## src/design/stc_pkg.sv

```systemverilog
// stc_pkg: shared types, widths and calendar helpers for summer_time_correction
// depends on nothing; imported by summer_time_correction
package stc_pkg;

    localparam int YEAR_W  = 7;
    localparam int MONTH_W = 4;
    localparam int DAY_W   = 5;
    localparam int WDAY_W  = 3;
    localparam int HOUR_W  = 5;
    localparam int SUM_W   = 8;

    // month codes used by the summer rule
    localparam logic [MONTH_W-1:0] MONTH_MAR = 4'd3;
    localparam logic [MONTH_W-1:0] MONTH_APR = 4'd4;
    localparam logic [MONTH_W-1:0] MONTH_SEP = 4'd9;
    localparam logic [MONTH_W-1:0] MONTH_OCT = 4'd10;

    localparam logic [WDAY_W-1:0] WDAY_MON = 3'd1;
    localparam logic [WDAY_W-1:0] WDAY_SUN = 3'd7;
    localparam logic [HOUR_W-1:0] HOUR_SWITCH = 5'd2;
    localparam logic [HOUR_W-1:0] HOURS_PER_DAY = 5'd24;
    localparam logic [DAY_W-1:0] DAY_LAST = 5'd31;

    // input beat
    typedef struct packed {
        logic [YEAR_W-1:0]  year_offset;
        logic [MONTH_W-1:0] month;
        logic [DAY_W-1:0]   day;
        logic [WDAY_W-1:0]  weekday;
        logic [HOUR_W-1:0]  hour;
    } t_in_item;

    // result beat
    typedef struct packed {
        logic               summer_active;
        logic [YEAR_W-1:0]  local_year_offset;
        logic [MONTH_W-1:0] local_month;
        logic [DAY_W-1:0]   local_day;
        logic [WDAY_W-1:0]  local_weekday;
        logic [HOUR_W-1:0]  local_hour;
    } t_out_item;

    // weekday offset table, indexed by month 1..12
    function automatic logic [2:0] month_key(input logic [MONTH_W-1:0] m);
        logic [2:0] k;
        begin
            unique case (m)
                4'd1:    k = 3'd0;
                4'd2:    k = 3'd3;
                4'd3:    k = 3'd2;
                4'd4:    k = 3'd5;
                4'd5:    k = 3'd0;
                4'd6:    k = 3'd3;
                4'd7:    k = 3'd5;
                4'd8:    k = 3'd1;
                4'd9:    k = 3'd4;
                4'd10:   k = 3'd6;
                4'd11:   k = 3'd2;
                4'd12:   k = 3'd4;
                default: k = 3'd0;
            endcase
            return k;
        end
    endfunction

    // days in month; february follows the low two year bits
    function automatic logic [DAY_W-1:0] month_length(input logic [YEAR_W-1:0] y,
                                                      input logic [MONTH_W-1:0] m);
        logic [DAY_W-1:0] len;
        begin
            unique case (m)
                4'd2:    len = (y[1:0] != 2'd0) ? 5'd28 : 5'd29;
                4'd4,
                4'd6,
                4'd9,
                4'd11:   len = 5'd30;
                default: len = 5'd31;
            endcase
            return len;
        end
    endfunction

endpackage

```

## src/design/summer_time_correction.sv

```systemverilog
// summer_time_correction: standard time to local time with eu summer time rule
// depends on stc_pkg (types, month table, month lengths)
//
//  channel   handshake         payload       notes
//  input     start / busy      i_item        beat taken when start & !busy
//  result    o_done (strobe)   o_result      valid for one cycle, cannot stall
//
// three register stages: key sum, weekday of the 31st, rule and rollover.
// one beat per cycle sustained; accept passes through r_v1, r_v2 and r_v3 to o_done.
// busy stays low: the receiver never stalls, so no stage ever has to hold.
// synchronous active-low reset clears the valid bits only.
module summer_time_correction
    import stc_pkg::*;
(
    input  logic      i_clk,
    input  logic      i_rst_n,
    input  logic      start,
    output logic      busy,
    input  t_in_item  i_item,
    output logic      o_done,
    output t_out_item o_result
);

    // stage 1 registers
    logic             r_v1;
    t_in_item         r_it1;
    logic [SUM_W-1:0] r_sum1;
    logic             r_edge1;
    logic             r_mid1;
    logic [SUM_W-1:0] n_sum1;

    // stage 2 registers
    logic             r_v2;
    t_in_item         r_it2;
    logic [DAY_W-1:0] r_ls2;
    logic             r_edge2;
    logic             r_mid2;
    logic [DAY_W-1:0] n_ls2;

    // stage 3 registers
    logic      r_v3;
    t_out_item r_res;
    t_out_item n_res;

    logic accept;

    assign busy   = 1'b0;
    assign accept = start & ~busy;

    // stage 1: weekday key sum for day 31 (y + y/4 + key + 31 + 6)
    always_comb begin
        n_sum1 = {1'b0, i_item.year_offset}
               + {3'b000, i_item.year_offset[YEAR_W-1:2]}
               + {5'b00000, month_key(i_item.month)}
               + 8'd37;
    end

    always_ff @(posedge i_clk) begin
        if (!i_rst_n) begin
            r_v1 <= 1'b0;
        end else begin
            r_v1 <= accept;
        end
        r_it1   <= i_item;
        r_sum1  <= n_sum1;
        r_edge1 <= (i_item.month == MONTH_MAR) || (i_item.month == MONTH_OCT);
        r_mid1  <= (i_item.month >= MONTH_APR) && (i_item.month <= MONTH_SEP);
    end

    // stage 2: sum mod 7 by octal digit folding, then last sunday
    always_comb begin
        logic [4:0] fold_a;
        logic [3:0] fold_b;
        logic [2:0] rem;
        logic [WDAY_W:0] wd31;
        fold_a = {2'b00, r_sum1[2:0]} + {2'b00, r_sum1[5:3]} + {3'b000, r_sum1[7:6]};
        fold_b = {1'b0, fold_a[2:0]} + {2'b00, fold_a[4:3]};
        rem    = (fold_b >= 4'd7) ? 3'(fold_b - 4'd7) : fold_b[2:0];
        wd31   = {1'b0, rem} + 4'd1;
        n_ls2  = (wd31 == {1'b0, WDAY_SUN}) ? DAY_LAST : DAY_LAST - DAY_W'(wd31);
    end

    always_ff @(posedge i_clk) begin
        if (!i_rst_n) begin
            r_v2 <= 1'b0;
        end else begin
            r_v2 <= r_v1;
        end
        r_it2   <= r_it1;
        r_ls2   <= n_ls2;
        r_edge2 <= r_edge1;
        r_mid2  <= r_mid1;
    end

    // stage 3: rule decision and one hour advance with day and month rollover
    always_comb begin
        logic            pre_switch;
        logic            on;
        logic [HOUR_W:0] h_inc;
        logic [DAY_W:0]  d_inc;
        logic [WDAY_W:0] w_inc;
        pre_switch = (r_it2.day < r_ls2)
                  || ((r_it2.day == r_ls2) && (r_it2.hour < HOUR_SWITCH));
        if (r_edge2) begin
            on = (r_it2.month == MONTH_MAR) ? ~pre_switch : pre_switch;
        end else begin
            on = r_mid2;
        end
        h_inc = {1'b0, r_it2.hour} + 6'd1;
        d_inc = {1'b0, r_it2.day} + 6'd1;
        w_inc = {1'b0, r_it2.weekday} + 4'd1;

        n_res.summer_active     = on;
        n_res.local_year_offset = r_it2.year_offset;
        n_res.local_month       = r_it2.month;
        n_res.local_day         = r_it2.day;
        n_res.local_weekday     = r_it2.weekday;
        n_res.local_hour        = r_it2.hour;
        if (on) begin
            if (h_inc >= {1'b0, HOURS_PER_DAY}) begin
                n_res.local_hour    = '0;
                n_res.local_weekday = (w_inc > {1'b0, WDAY_SUN}) ? WDAY_MON
                                                                 : w_inc[WDAY_W-1:0];
                if (d_inc > {1'b0, month_length(r_it2.year_offset, r_it2.month)}) begin
                    n_res.local_day   = DAY_W'(1);
                    n_res.local_month = r_it2.month + MONTH_W'(1);
                end else begin
                    n_res.local_day = d_inc[DAY_W-1:0];
                end
            end else begin
                n_res.local_hour = h_inc[HOUR_W-1:0];
            end
        end
    end

    always_ff @(posedge i_clk) begin
        if (!i_rst_n) begin
            r_v3 <= 1'b0;
        end else begin
            r_v3 <= r_v2;
        end
        r_res <= n_res;
    end

    assign o_done   = r_v3;
    assign o_result = r_res;

endmodule
```

## config.mk

```make
export PLATFORM = sky130hd
export DESIGN_NAME = summer_time_correction
export DESIGN_NICKNAME = d
export VERILOG_FILES = /design/src/design/stc_pkg.sv /design/src/design/summer_time_correction.sv
export SDC_FILE = /design/constraint.sdc
export NUM_CORES = 1
export LEC_CHECK = 0
export BUFFER_PORTS_ARGS = -buffer_cell sky130_fd_sc_hd__buf_2
export CAP_MARGIN = 20
export CORE_MARGIN = 2
export CORE_UTILIZATION = 40
export CTS_CLUSTER_DIAMETER = 50
export DETAILED_ROUTE_END_ITERATION = 8
export GPL_TIMING_DRIVEN = 0
export PLACE_DENSITY = 0.56
export SYNTH_ARGS = -nofsm -noshare
export SYNTH_HDL_FRONTEND = slang
export SYNTH_SLANG_ARGS = --single-unit
```

## constraint.sdc

```tcl
create_clock -name i_clk -period 4.2 [get_ports i_clk]
set_input_delay 0.42 -clock i_clk [delete_from_list [all_inputs] [get_ports i_clk]]
set_output_delay 0.42 -clock i_clk [all_outputs]
set_load 0.01 [all_outputs]
```

== After elaboration in Yosys (flattened, before gate mapping) ==
Memories as Yosys holds them, arrays and structs flattened.
Cells that the tools add are included.
W data, S select, Z words.

* Flip-flop bits (word level): 93
* Latch bits: 0
* Bits in writable memories: 0
* Bits in read-only memories: 48
* Bits of input ports: 27
* Output and inout port bits: 27
* Logic and storage cells: 77
* Memories: 1

{| class="wikitable"
|+ Memories
! name !! depth !! width !! rd ports !! clocked after Yosys merged registers in !! write ports !! line !! text
|-
| (no name shown) || 16 || 3 || 1 || 0 || 0 || stc_pkg.sv:47 || <nowiki>unique case (m)</nowiki>
|}

* Add/sub/neg operators: 13
* Multipliers: 0
* Div/mod/pow operators: 0
* Magnitude comparators: 8
* Equal/unequal tests: 10
* Shift-type cells: 0
* Mux-type cells: 13
* Bitwise gates (word level): 1
* Reduce and logical (&&, ||, !) cells: 6

{| class="wikitable"
|+ Operators with widths
! operator !! count
|-
| $mux W5 || 4
|-
| $mux W17 || 1
|-
| $add A5 B1 Y6 const B || 2
|-
| $eq A4 B2 Y1 const B || 3
|-
| $eq A4 B3 Y1 const B || 3
|-
| $eq A4 B4 Y1 const B || 3
|-
| $mux W12 || 1
|-
| $add A3 B1 Y4 const B || 2
|-
| $add A7 B5 Y8 || 1
|-
| $add A8 B3 Y8 || 1
|-
| $add A8 B6 Y8 const B || 1
|-
| $ge A4 B3 Y1 const B || 2
|-
| $ge A6 B5 Y1 const B || 1
|-
| $gt A6 B5 Y1 || 1
|-
| $mux W3 || 2
|-
| $add A4 B2 Y5 || 1
|-
| $eq A5 B5 Y1 || 1
|-
| $lt A5 B2 Y1 const B || 1
|-
| $lt A5 B5 Y1 || 1
|-
| $sub A5 B4 Y5 const A || 1
|-
| $add A3 B2 Y4 || 1
|-
| $add A3 B3 Y4 || 1
|-
| $add A4 B1 Y4 const B || 1
|-
| $gt A4 B3 Y1 const B || 1
|-
| other kinds (10) || 14
|}

== Longest topological paths before layout ==
* Word-level depth: 11
* Depth in mapped cells: 17
* Depth with buffers taken out: 17

== Worst setup path before layout ==
Ideal clock, no wire load.

* Path kind: register to register
* From: register r_sum1[1]
* To: register r_ls2[1]
* Setup time: 0.116 ns
* Arrival: 3.687 ns
* Required time: 4.084 ns
* Setup slack: 0.397 ns
* Stages on the path, launching flop included: 16
* Buffers on the path: 0
* Period minus slack after synthesis: 3.803 ns
* Cell sequence: dfxtp_1 > inv_1 > fa_1 > inv_1 > ha_1 > inv_1 > fa_1 > xnor2_1 > ha_1 > fa_1 > ha_1 > a2bb2oi_1 > mux2_2 > ha_1 > xor2_1 > a31o_2

* Cells in the longest elaborated chain, start to end: 7
* Elaborated cells on any way between the ends: 9
* Those cells by class: add/sub: 6; order compare: 1; eq/ne: 1; mux: 1

{| class="wikitable"
|+ Ends and longest elaborated chain
! element !! line !! text
|-
| start, declared || summer_time_correction.sv:27 || <nowiki>logic [SUM_W-1:0] r_sum1;</nowiki>
|-
| start signal, assigned || summer_time_correction.sv:65 || <nowiki>r_sum1 <= n_sum1;</nowiki>
|-
| $add A3 B3 Y4 * || summer_time_correction.sv:76 || <nowiki>fold_a = {2'b00, r_sum1[2:0]} + {2'b00, r_sum1[5:3]} + {3'b000, r_sum1[7:6]};</nowiki>
|-
| $add A4 B2 Y5 * || summer_time_correction.sv:76 ||
|-
| $add A3 B2 Y4 * || summer_time_correction.sv:77 || <nowiki>fold_b = {1'b0, fold_a[2:0]} + {2'b00, fold_a[4:3]};</nowiki>
|-
| $ge A4 B3 Y1 or $sub A3 B3 Y3 (tied branches) || summer_time_correction.sv:78 || <nowiki>rem = (fold_b >= 4'd7) ? 3'(fold_b - 4'd7) : fold_b[2:0];</nowiki>
|-
| $mux W3 * || summer_time_correction.sv:78 ||
|-
| $add A3 B1 Y4 * || summer_time_correction.sv:79 || <nowiki>wd31 = {1'b0, rem} + 4'd1;</nowiki>
|-
| $sub A5 B4 Y5 or $eq A4 B3 Y1 (tied branches) || summer_time_correction.sv:80 || <nowiki>n_ls2 = (wd31 == {1'b0, WDAY_SUN}) ? DAY_LAST : DAY_LAST - DAY_W'(wd31);</nowiki>
|-
| end signal, assigned || summer_time_correction.sv:90 || <nowiki>r_ls2 <= n_ls2;</nowiki>
|-
| end, declared || summer_time_correction.sv:35 || <nowiki>logic [DAY_W-1:0] r_ls2;</nowiki>
|}

Every way passes the cells marked *; elsewhere a longest branch is shown, timed or not.
A chain may end at the register's enable or synchronous reset.

== Worst setup path in the final report ==
Same ends and word-level chain as after synthesis.

==> impl_metrics.env <==
export IMPL_status="finished clean"
export IMPL_synth_area_leaders="dfxtp_1 (51%), ha_1 (15%), fa_1 (3.9%), inv_1 (3.9%), xnor2_1 (2.4%)"
export IMPL_ys_warn_count=0
export IMPL_cp_start_kind="register"
export IMPL_synthToLayoutAreaGrowth_pct=16.7
export IMPL_dieArea_sq_um=9740
export IMPL_grt_pass1_wl_microns=9490
export IMPL_hold_viol=0
export IMPL_post_route_period_util=0.935
export IMPL_io_pins=54
export IMPL_synthArstFlopShare=0
export IMPL_dp_hpwl_microns=4200
export IMPL_peakVddDrop_uv=434
export IMPL_antennaDiodeCount=0
export IMPL_hold_start="i_item[10]"
export IMPL_fin_skew_ps=9.28
export IMPL_most_common_layout_cells="dfxtp_1 (92), buf_2 (53), ha_1 (43)"
export IMPL_synth_area_per_cell_sq_um=11.1
export IMPL_clock_latency_ps=350
export IMPL_powerDensity_nw_per_um2=748
export IMPL_rsz0062_at_grt="false"
export IMPL_dp_cells=482
export IMPL_numCtsBuffers=9
export IMPL_drtPass1Iterations=4
export IMPL_reg2reg_to="r_ls2[1]$_SDFF_PN1_"
export IMPL_drc=0
export IMPL_leakage_nw=2.01
export IMPL_yosysSeqAreaShare=0.513
export IMPL_hp_class="input pin to register"
export IMPL_fmaxAchievable_ghz=0.255
export IMPL_clkTransAtPathRegs_ps=90
export IMPL_fin_util=0.480
export IMPL_postRouteAntennaNets=0
export IMPL_grt_max_degree=17
export IMPL_setup_ws_ps=271
export IMPL_row_count=34
export IMPL_cts_sinks=92
export IMPL_worstHoldPathCells=1
export IMPL_drv_slew=0
export IMPL_vias_per_cell=4.66
export IMPL_wl_per_cell_microns=10.9
export IMPL_synth_edff_count=0
export IMPL_r2r_slack_ps=270
export IMPL_arrival_ps=4170
export IMPL_syn_nets=399
export IMPL_grt_total_usage=0.122
export IMPL_fillers=825
export IMPL_path_class="register to register"
export IMPL_grt_ovfl_total=0
export IMPL_first_iter_violations=34
export IMPL_nNetsFinal=462
export IMPL_synth_seq_cells=92
export IMPL_min_period_ps=3930
export IMPL_grt_pass1_vias=2243
export IMPL_worstReg2RegStart="r_sum1[1]$_DFF_P_"
export IMPL_fp_dieH_microns=98.7
export IMPL_synth_top_cell_area_share=0.513
export IMPL_cts_tree="done"
export IMPL_fin_setup_tns_ps=0
export IMPL_initial_core_util=0.411
export IMPL_postCtsSetupBuffers=0
export IMPL_critical_path_max_fanout=4
export IMPL_yosysTopAreaCell="dfxtp_1"
export IMPL_place_worst_setup_slack_ps=199
export IMPL_die_w_microns=98.7
export IMPL_core_sq_um=8720
export IMPL_hold_path_end="r_it1[10]$_DFF_P_"
export IMPL_htreeDepth=3
export IMPL_r2r_worst_path_cells=15
export IMPL_cts_root_buf="clkbuf_8"
export IMPL_port_buffers=52
export IMPL_max_cap_violations=0
export IMPL_ys_types=48
export IMPL_setup_viol=0
export IMPL_vias=2323
export IMPL_netlist_area_sq_um=3590
export IMPL_fin_cells=498
export IMPL_synth_main_ff_cell="dfxtp_1"
export IMPL_cts_path_max_buffers=2
export IMPL_place_gp_congestion=0.778
export IMPL_drt_total_wl_microns=5450
export IMPL_synthCells=322
export IMPL_final_common_cell="dfxtp_1"
export IMPL_holdWs_ps=166
export IMPL_layout_drive_gt1_share=0.205
export IMPL_grt_antenna_before_repair=0
export IMPL_end_kind="register"
export IMPL_cp_required_ps=4440
[sequential cells by signal, summed over array words and instances (netlist names), 4 cells and up]
name      flops
o_result     25
r_it1        24
n_res         7
r_sum1        8
r_it2        17
r_ls2         4
[kinds of logic after synthesis]
group                    Yosys count  synth area share
AO/OA/AOI/OAI                     52            0.0959
XOR/XNOR                          13            0.0317
adder cells (fa/ha/maj)           50             0.189
buffers and inverters             41            0.0464
flip-flops                        92             0.513
multiplexers                       7            0.0234
other                              1           0.00105
AND/OR/NAND/NOR                   66            0.0994
[metrics by stage]
stage               power, mW  cell area (sq um)
floorplan                2.26               3590
global placement         2.47               3980
detailed placement       2.52               3980
CTS                      3.12               4180
global route             3.43               4190
finish                   3.13               4190
[what timing repair did]
| action | 4_1_cts | 5_1_grt |
|---|---|---|
| gates resized for setup | 0 | 1 |
| endpoints found under the setup margin | 0 | 1 |
| hold buffers | 0 | 0 |
[critical path: stages (launching register included)]
cell	delay (ps)
dfxtp_1	310
inv_1	50
fa_1	460
inv_1	70
ha_1	160
inv_1	60
fa_1	370
xnor2_1	190
ha_1	210
fa_1	460
ha_1	250
a2bb2oi_2	210
mux2_2	380
ha_1	190
xor2_1	180
a31o_2	280
[per-layer routing]
| metal | part of all wire | global-route usage |
|---|---|---|
| met3 | 0.053 | 0.0411 |
| met4 | 0.021 | 0.0632 |
| met5 | 0 | 0 |
| met2 | 0.47 | 0.203 |
| met1 | 0.45 | 0.139 |
[report_power, final]
group	internal (mW)	switching (mW)
sequential	0.999	0.0359
clock	0.278	0.297
combinational	0.720	0.801
total	2.00	1.13
[cell usage after synthesis, types with 2 or more instances]
| master | instances |
|---|---|
| a32o_1 | 2 |
| o31ai_1 | 2 |
| mux2i_1 | 2 |
| xnor2_1 | 10 |
| fa_1 | 7 |
| o21ai_0 | 16 |
| o21bai_1 | 3 |
| nor4b_1 | 3 |
| o22ai_1 | 2 |
| nor2_1 | 9 |
| inv_1 | 37 |
| nor2b_1 | 5 |
| nand3_1 | 6 |
| o211ai_1 | 3 |
| nor3b_1 | 5 |
| ha_1 | 43 |
| mux2_2 | 3 |
| a21o_1 | 2 |
| xor2_1 | 3 |
| or4b_1 | 2 |
| mux2_4 | 2 |
| and3_1 | 4 |
| dfxtp_1 | 92 |
| nor3_1 | 2 |
| and2_1 | 4 |
| nand4_1 | 2 |
| a21oi_1 | 10 |
| nand2_1 | 21 |
[final cells by class]
cell class                 instances  area (sq um)  share of cell area
timing repair buffer              52           260              0.0621
buffer                             4          27.5             0.00657
multi-input combinational        189          1590               0.379
sequential                        92          1840               0.440
clock buffer                       9           124              0.0296
inverter                          37           139              0.0332
tap                              108           135              0.0323
clock inverter                     7          73.8              0.0176
[worst max-delay path by stage]
stage                      startpoint                  end  slack (ps)  depth (start not counted)
floorplan           r_sum1[1]$_DFF_P_  r_ls2[1]$_SDFF_PN1_         400                         15
global placement    r_sum1[1]$_DFF_P_  r_ls2[1]$_SDFF_PN1_         250                         15
detailed placement  r_sum1[1]$_DFF_P_  r_ls2[1]$_SDFF_PN1_         200                         15
CTS                 r_sum1[1]$_DFF_P_  r_ls2[1]$_SDFF_PN1_         170                         15
global route        r_sum1[1]$_DFF_P_  r_ls2[1]$_SDFF_PN1_          60                         16
finish              r_sum1[1]$_DFF_P_  r_ls2[1]$_SDFF_PN1_         270                         15
(Power assumes the default switching activity.)
